**config.mk**
```make
export PLATFORM = sky130hd
export DESIGN_NAME = hal_ctrl
export DESIGN_NICKNAME = d
export VERILOG_FILES = /design/src/rtl/core/hal_pkg.sv /design/src/rtl/core/hal_ctrl.sv
export SDC_FILE = /design/constraint.sdc
export NUM_CORES = 1
export LEC_CHECK = 0
export BUFFER_PORTS_ARGS = -buffer_cell sky130_fd_sc_hd__buf_2
export CELL_PAD_IN_SITES_DETAIL_PLACEMENT = 2
export CELL_PAD_IN_SITES_GLOBAL_PLACEMENT = 2
export CORE_MARGIN = 5
export CORE_UTILIZATION = 28
export DETAILED_ROUTE_END_ITERATION = 10
export GPL_TIMING_DRIVEN = 0
export PLACE_DENSITY_LB_ADDON = 0.1
export SYNTH_ARGS = -nofsm -noshare
export SYNTH_HDL_FRONTEND = slang
export SYNTH_SLANG_ARGS = --single-unit
```
**constraint.sdc**
```tcl
create_clock -name aclk -period 1.79 [get_ports aclk]
set_input_delay 0.358 -clock aclk [delete_from_list [all_inputs] [get_ports aclk]]
set_output_delay 0.358 -clock aclk [all_outputs]
set_load 0.005 [all_outputs]
```
**src/rtl/core/hal_pkg.sv**
```systemverilog
package hal_pkg;

    localparam int NUM_BINS   = 256;
    localparam int CFG_IDX_W  = 3;
    localparam int CFG_DATA_W = 20;

    localparam logic [CFG_IDX_W-1:0] CFG_AUTO_ENABLE    = 3'd0;
    localparam logic [CFG_IDX_W-1:0] CFG_MIN_SAMPLES    = 3'd1;
    localparam logic [CFG_IDX_W-1:0] CFG_BLACK_LIMIT    = 3'd2;
    localparam logic [CFG_IDX_W-1:0] CFG_WHITE_FLOOR    = 3'd3;
    localparam logic [CFG_IDX_W-1:0] CFG_MIN_SPAN       = 3'd4;
    localparam logic [CFG_IDX_W-1:0] CFG_SMOOTHING_GAIN = 3'd5;

    // 255.0 in Q8.16.
    localparam logic [23:0] Q_MAX = 24'hFF0000;
    localparam logic [23:0] Q_HALF = 24'h008000;

    // ceil(2^35 / 25): x * RECIP_25 >> 35 equals floor(x / 25) for any
    // x below 2^30, so floor(n / 100) is taken as floor((n >> 2) / 25).
    localparam logic [30:0] RECIP_25 = 31'd1374389535;
    localparam int          RECIP_SHIFT = 35;

    typedef enum logic [3:0] {
        OP_NONE,
        OP_PIX_RD,
        OP_PIX_WR,
        OP_FE_OUT,
        OP_DIV_INIT,
        OP_WALK,
        OP_WALK_LAST,
        OP_MUL,
        OP_ADD,
        OP_LEVEL,
        OP_RDIV_INIT,
        OP_RDIV_STEP,
        OP_BUILD
    } hal_op_t;

    typedef struct packed {
        hal_op_t    op;
        logic [7:0] idx;
        logic       sel_white;
        logic       out_load;
        logic       upd;
        logic       reb;
    } hal_cmd_t;

    typedef struct packed {
        logic out_free;
        logic enough;
        logic changed;
    } hal_sts_t;

    // Grey level to RGB565 with the two bytes swapped.
    function automatic logic [15:0] grey_colour(input logic [7:0] g);
        logic [15:0] c;
        c = {g[7:3], g[7:2], g[7:3]};
        return {c[7:0], c[15:8]};
    endfunction

endpackage

```
**src/rtl/core/hal_ctrl.sv**
```systemverilog
module hal_ctrl (
    input  logic              aclk,
    input  logic              aresetn,
    input  logic              s_valid,
    output logic              s_ready,
    input  logic              s_action,
    input  hal_pkg::hal_sts_t sts,
    output hal_pkg::hal_cmd_t cmd
);
    import hal_pkg::*;

    typedef enum logic [3:0] {
        ST_IDLE, ST_PIX, ST_FE_CHK, ST_WALK, ST_WALK_END,
        ST_MUL_B, ST_ADD_B, ST_MUL_W, ST_ADD_W, ST_LEVEL, ST_CHG,
        ST_RDIV, ST_BUILD, ST_FE_OUT
    } state_t;

    state_t     state_reg, state_next;
    logic [8:0] cnt_reg, cnt_next;
    logic       upd_reg, upd_next, reb_reg, reb_next;

    always_comb begin
        state_next    = state_reg;
        cnt_next      = cnt_reg;
        upd_next      = upd_reg;
        reb_next      = reb_reg;
        s_ready       = 1'b0;
        cmd.op        = OP_NONE;
        cmd.idx       = cnt_reg[7:0];
        cmd.sel_white = 1'b0;
        cmd.out_load  = 1'b0;
        cmd.upd       = upd_reg;
        cmd.reb       = reb_reg;
        case (state_reg)
            ST_IDLE: begin
                s_ready = 1'b1;
                if (s_valid) begin
                    if (s_action) begin
                        state_next = ST_FE_CHK;
                    end else begin
                        cmd.op     = OP_PIX_RD;
                        state_next = ST_PIX;
                    end
                end
            end
            ST_PIX: begin
                cmd.upd = 1'b0;
                cmd.reb = 1'b0;
                if (sts.out_free) begin
                    cmd.op       = OP_PIX_WR;
                    cmd.out_load = 1'b1;
                    state_next   = ST_IDLE;
                end
            end
            ST_FE_CHK: begin
                upd_next = 1'b0;
                reb_next = 1'b0;
                cnt_next = '0;
                if (sts.enough) begin
                    cmd.op     = OP_DIV_INIT;
                    state_next = ST_WALK;
                end else begin
                    state_next = ST_FE_OUT;
                end
            end
            ST_WALK: begin
                cmd.op   = OP_WALK;
                cnt_next = cnt_reg + 1'b1;
                if (cnt_reg == 9'd255) begin
                    state_next = ST_WALK_END;
                end
            end
            ST_WALK_END: begin
                cmd.op     = OP_WALK_LAST;
                state_next = ST_MUL_B;
            end
            ST_MUL_B: begin
                cmd.op     = OP_MUL;
                state_next = ST_ADD_B;
            end
            ST_ADD_B: begin
                cmd.op     = OP_ADD;
                state_next = ST_MUL_W;
            end
            ST_MUL_W: begin
                cmd.op        = OP_MUL;
                cmd.sel_white = 1'b1;
                state_next    = ST_ADD_W;
            end
            ST_ADD_W: begin
                cmd.op        = OP_ADD;
                cmd.sel_white = 1'b1;
                state_next    = ST_LEVEL;
            end
            ST_LEVEL: begin
                cmd.op     = OP_LEVEL;
                state_next = ST_CHG;
            end
            ST_CHG: begin
                upd_next = 1'b1;
                cnt_next = '0;
                if (sts.changed) begin
                    cmd.op     = OP_RDIV_INIT;
                    reb_next   = 1'b1;
                    state_next = ST_RDIV;
                end else begin
                    state_next = ST_FE_OUT;
                end
            end
            ST_RDIV: begin
                cmd.op = OP_RDIV_STEP;
                if (cnt_reg == 9'd7) begin
                    cnt_next   = '0;
                    state_next = ST_BUILD;
                end else begin
                    cnt_next = cnt_reg + 1'b1;
                end
            end
            ST_BUILD: begin
                cmd.op   = OP_BUILD;
                cnt_next = cnt_reg + 1'b1;
                if (cnt_reg == 9'd255) begin
                    state_next = ST_FE_OUT;
                end
            end
            ST_FE_OUT: begin
                if (sts.out_free) begin
                    cmd.op       = OP_FE_OUT;
                    cmd.out_load = 1'b1;
                    state_next   = ST_IDLE;
                end
            end
            default: begin
                state_next = ST_IDLE;
            end
        endcase
    end

    always_ff @(posedge aclk) begin
        if (!aresetn) begin
            state_reg <= ST_IDLE;
            cnt_reg   <= '0;
            upd_reg   <= 1'b0;
            reb_reg   <= 1'b0;
        end else begin
            state_reg <= state_next;
            cnt_reg   <= cnt_next;
            upd_reg   <= upd_next;
            reb_reg   <= reb_next;
        end
    end

endmodule

```
Word level (Yosys, flattened, before mapping)
Index checks and enable logic that the tools add are counted.
{ "op_classes": {"reduce_logical": 11, "addsub": 1, "n_mux": 26, "eq_ne": 21} }
{ "op_table": {"columns": ["op", "n"], "rows": [
  ["case mux 4 bit (13 select lines)", 1],
  ["case mux 4 bit (12 select lines)", 1],
  ["two-way mux 4 bit", 7],
  ["case mux 9 bit (3 select lines)", 1],
  ["equality test 4 bit, second input constant", 6],
  ["equality test 4 x 3 -> 1 bit, second input constant", 4],
  ["OR reduction 2 bit", 6],
  ["!= test 2 bit, second input constant", 5],
  ["adder 9 x 1 -> 9 bit, second input constant", 1],
  ["equality test 9 x 3 -> 1 bit, second input constant", 1],
  ["equality test 9 x 8 -> 1 bit, second input constant", 1],
  ["two-way mux 9 bit", 1],
  ["equality test 4 x 2 -> 1 bit, second input constant", 2],
  ["two-way mux 2 bit", 4],
  ["two-way mux 1 bit", 7],
  ["two-way mux 3 bit", 2],
  ["AND reduction 5 bit", 1],
  ["equality test 4 x 1 -> 1 bit, second input constant", 1],
  ["logical NOT 4 bit", 1],
  ["case mux 1 bit (2 select lines)", 2],
  ["nonzero test 3 bit", 1],
  ["!= test 2 x 1 -> 1 bit, second input constant", 1],
  ["AND reduction 2 bit", 1],
  ["nonzero test 2 bit", 1]
]} }
{ "totals": {"elab_cells": 63, "inputBits": 7, "ff_bits": 15} }

Logic depth before layout (Yosys ltp)
{ "depth": {"depth_word": 4, "mapped_depth": 8, "depth_no_buf": 8} }

Worst setup path before layout
OpenSTA, ideal clock, no wires.
{ "synth_path": {"path_type": "register -> register", "startpoint": "reg cnt_reg[0]", "endpoint": "reg state_reg[1]", "stages_incl_launch_ff": 9, "setup_slack_ns": -0.074, "n_path_buf": 0, "arrival_time_ns": 1.780, "setup_time_ns": 0.084, "period_less_slack_ns": 1.864, "cell_sequence": "dfxtp_1 > ha_1 > and2_1 > nand2_1 > nor2_1 > ha_1 > o32ai_1 > a2111o_1 > o31ai_2"} }
{ "synth_via": {"elab_chain_cells": 3} }
{ "synth_rtl": {"columns": ["element", "line_no", "source"], "rows": [
  ["start, declared", "hal_ctrl.sv:19", "logic [8:0] cnt_reg, cnt_next;"],
  ["start signal, assigned", "hal_ctrl.sv:147", "cnt_reg <= cnt_next;"],
  ["equality test 9 x 3 -> 1 bit or equality test 9 x 8 -> 1 bit (tied branches)", "hal_ctrl.sv:112, hal_ctrl.sv:69, hal_ctrl.sv:122", null],
  ["!= test 2 bit (no source line)", null, null],
  ["AND reduction 5 bit (no source line) *", null, null],
  ["end signal, assigned", "hal_ctrl.sv:146", "state_reg <= state_next;"],
  ["end, declared", "hal_ctrl.sv:18", "state_t state_reg, state_next;"]
]} }
Every way passes the cells marked *; elsewhere a longest branch is shown, timed or not.
A chain may end at the register's enable or synchronous reset.

Worst setup path in the final report
{ "layout_path": {"startpoint": "reg cnt_reg[5]", "endpoint": "reg state_reg[0]"} }
Same word-level chain as after synthesis.

==> results.md <==
- Cells taking the most area after synthesis: dfxtp_1 26%, buf_4 5.8%, nor2_1 5.8%, nand2_1 4.2%, o21ai_0 3.4%
- Number of warnings reported in the yosys synthesis log: 0
- Sequential group share of total power: 0.213
- Number of nets in the synthesized netlist: 160
- Unique masters post-synth: 48
- Total of buffers placed on input and output ports: 23
- Final number of max-transition violations: 0
- Combinational power share: 0.657
- Leak: 0.733 nW
- Power density normalized to cell area: 1200 nW/um^2
- Proportion of synthesized flip-flops having asynchronous set or reset: 0
- Placer congestion estimate: 0.802
- Setup repair after global routing missed its margin: true
- Number of levels the H-tree was split into: 1
- Number of nets at the end of the flow: 199
- Global-route wire length before repair: 7170 um
- Core outline area: 4030 um^2
- Hold_buf cts: 0
- Vertical die dimension: 74.8 um
- Count leader, synth: nor2_1
- GR Util All Layers: 0.169
- Dpl cell area: 1360 um^2
- Tightest Pin Transition: 608 ps
- Synth top area share: 0.256
- Total global routing overflow: 0
- Pin count of the biggest net entering global routing: 11
- CTS Root Cell: clkbuf_8
- Number of flip-flops in the largest register: 9
- Via count: 1254
- Min-Delay Path Class: input port to register
- Maximum fanout along the worst path: 5
- Setup slack of the critical path after layout: -81.1 ps
- Average detailed-routed wire length per instance: 18.7 um
- Fraction of power consumed by the clock network: 0.130
- Number of global-route vias before repair: 1359
- Worst slew margin: 0.592
- Area of the die: 5590 um^2
- Die width: 74.8 um
- Max Fclk: 0.534 GHz
- R2R depth: 6
- Total wire length after detailed routing: 4480 um
- Internal power: 1.19 mW
- Cts bufs inserted: 3
- Final critical path time including I/O delays and setup: 1870 ps
- Number of storage elements in the synthesis netlist: 15
- Max cap viols: 0
- WHS: 480 ps
- Total I/O pin count: 24
- Arrival time worst endpoint: 2020 ps
- Register area share after synthesis: 0.256
- Mapped cell area: 1170 um^2
- Kind of start point of the critical path: register
- DRT iter0 DRCs: 36
- Hpwl dp: 3110 um
- Clk_lat worst skew: 240 ps
- Standard-cell row count: 23
- Share of cells above drive strength 1: 0.466
- Post-synthesis area per instance: 7.78 um^2
- Run status: complete, but fails checks
- Final setup violating endpoints: 4
- Number of flops mapped to enable cells by yosys: 0
- Number of instances in the synthesized netlist: 151
- Endpoint type of the worst setup path: register
- Final cell utilization of the core: 0.434
- Layout overhead on the synthesized area: 48.9%
- Number of sinks driven by the clock tree: 15
- Critical path class: register to register
- Final hold viol count: 0
- Clk buf depth: 2
- Setup slack of the worst register-to-register path: -80 ps
- CTS tree: yes
- Instance count along the most critical hold path: 3
- Period utilisation layout: 1.05
- Leading cell types by count after synthesis: 18 x nor2_1, 15 x dfxtp_1, 13 x nand2_1
- Vias/cell: 5.25
- Worst clock skew: 1.38 ps
- First-pass iteration count of the detailed router: 3
- Clock-pin slew on the worst setup and hold paths: 60 ps
- Required @ worst endpoint: 1940 ps
- Routed Antenna Nets: 0
- Setup Slack @ Placement: -501 ps
- Most frequently used flop master after synthesis: dfxtp_1
- Worst supply voltage drop on vdd: 463 uV
- Switching part of the total: 0.432
- Initial antenna violation count: 0
- Post-synthesis cell type with the largest combined area: dfxtp_1
- Violated checks: negative setup slack
- Switch Pwr: 0.905 mW
- Final standard cell area without fillers: 1750 um^2
- Number of remaining DRC errors: 0
- Antenna diode count: 0
- Starting Density: 0.292
[worst max-delay path, cell delays in order, from the launching register on]
cell and delay [ps]:
dfxtp_1 430, nand4_1 210, nor2_4 190, ha_4 150
o32ai_2 70, a2111o_1 480, mux2i_1 250
[power by group through the flow]
| stage | Clock [mW] | Combinational (mW) | Sequential [mW] |
|---|---|---|---|
| 6_report | 0.273 | 1.38 | 0.447 |
| 5_1_grt | 0.302 | 1.50 | 0.453 |
| 4_1_cts | 0.284 | 1.23 | 0.442 |
| 3_5_place_dp | 0 | 0.981 | 0.398 |
| 3_3_place_gp | 0 | 0.947 | 0.395 |
| 2_1_floorplan | 0 | 0.665 | 0.393 |
[area by class of cell]
| class | instances | area [um^2] |
|---|---|---|
| Clock buffer | 4 | 45.0 |
| Timing Repair Buffer | 36 | 230 |
| Fill cell | 460 | 2280 |
| Buffer | 18 | 189 |
| Inverter | 2 | 7.51 |
| Multi-Input combinational cell | 114 | 901 |
| Sequential cell | 15 | 314 |
| Tap cell | 50 | 62.6 |
[logic make-up after synthesis]
group                    after synthesis  synth area share
adder cells (fa/ha/maj)                2            0.0213
multiplexers                           4            0.0351
flip-flops                            15             0.256
XOR/XNOR                               7            0.0586
buffers and inverters                 22             0.101
AO/OA/AOI/OAI                         44             0.280
AND/OR/NAND/NOR                       57             0.248
[metal layers]
metal,GRT usage,vias up,wire length [um]
met4,0.0119,0,11
met3,0.0280,2,57
met1,0.236,630,2130
met5,0,-,0
li1,-,612,-
met2,0.286,10,2270
[path summary, 6_finish.rpt]
kind                    from            to
setup / recovery  cnt_reg[5]  state_reg[0]
setup reg to reg  cnt_reg[5]  state_reg[0]
hold reg to reg   cnt_reg[8]    cnt_reg[8]
hold / removal        sts[0]       reb_reg
[timing repair]
action | CTS | global route
buffers inserted | 8 | 4
hold endpoints to repair | 0 | 0
resized for setup | 53 | 16
endpoints found under the setup margin | 24 | 17
gates cloned | 0 | 1
pin swaps | 6 | 6
[placed cells by master, fill, tap and decap left out, types with 2 or more instances in the layout]
master,instances
buf_2,24
buf_4,17
nor2_1,13
nand2_1,11
dfxtp_1,8
a21oi_1,5
o21ai_1,5
o21ai_0,5
dfxtp_2,5
buf_8,4
clkbuf_8,4
buf_6,4
o31ai_1,4
nor2_4,4
nor3_1,3
a21boi_0,3
clkbuf_1,3
nand2b_1,3
mux2i_1,3
xnor2_1,3
xor2_1,3
nand2b_4,2
inv_1,2
nor3_2,2
nor2b_1,2
a211o_1,2
nand3_1,2
a2111o_1,2
o31ai_2,2
a211oi_1,2
o211ai_1,2
a21boi_1,2
ha_4,2
dfxtp_4,2
[through the flow]
| stage | std cells | power [mW] | setup TNS [ps] |
|---|---|---|---|
| 5_1_grt | 239 | 2.25 | -1150 |
| 3_3_place_gp | 224 | 1.34 | -4000 |
| 2_1_floorplan | 151 | 1.06 | 0 |
| 3_5_place_dp | 224 | 1.38 | -5360 |
| 4_1_cts | 234 | 1.96 | -566 |
| 6_report | 239 | 2.10 | -191 |
No activity file was read; power rests on OpenSTA's default activity.
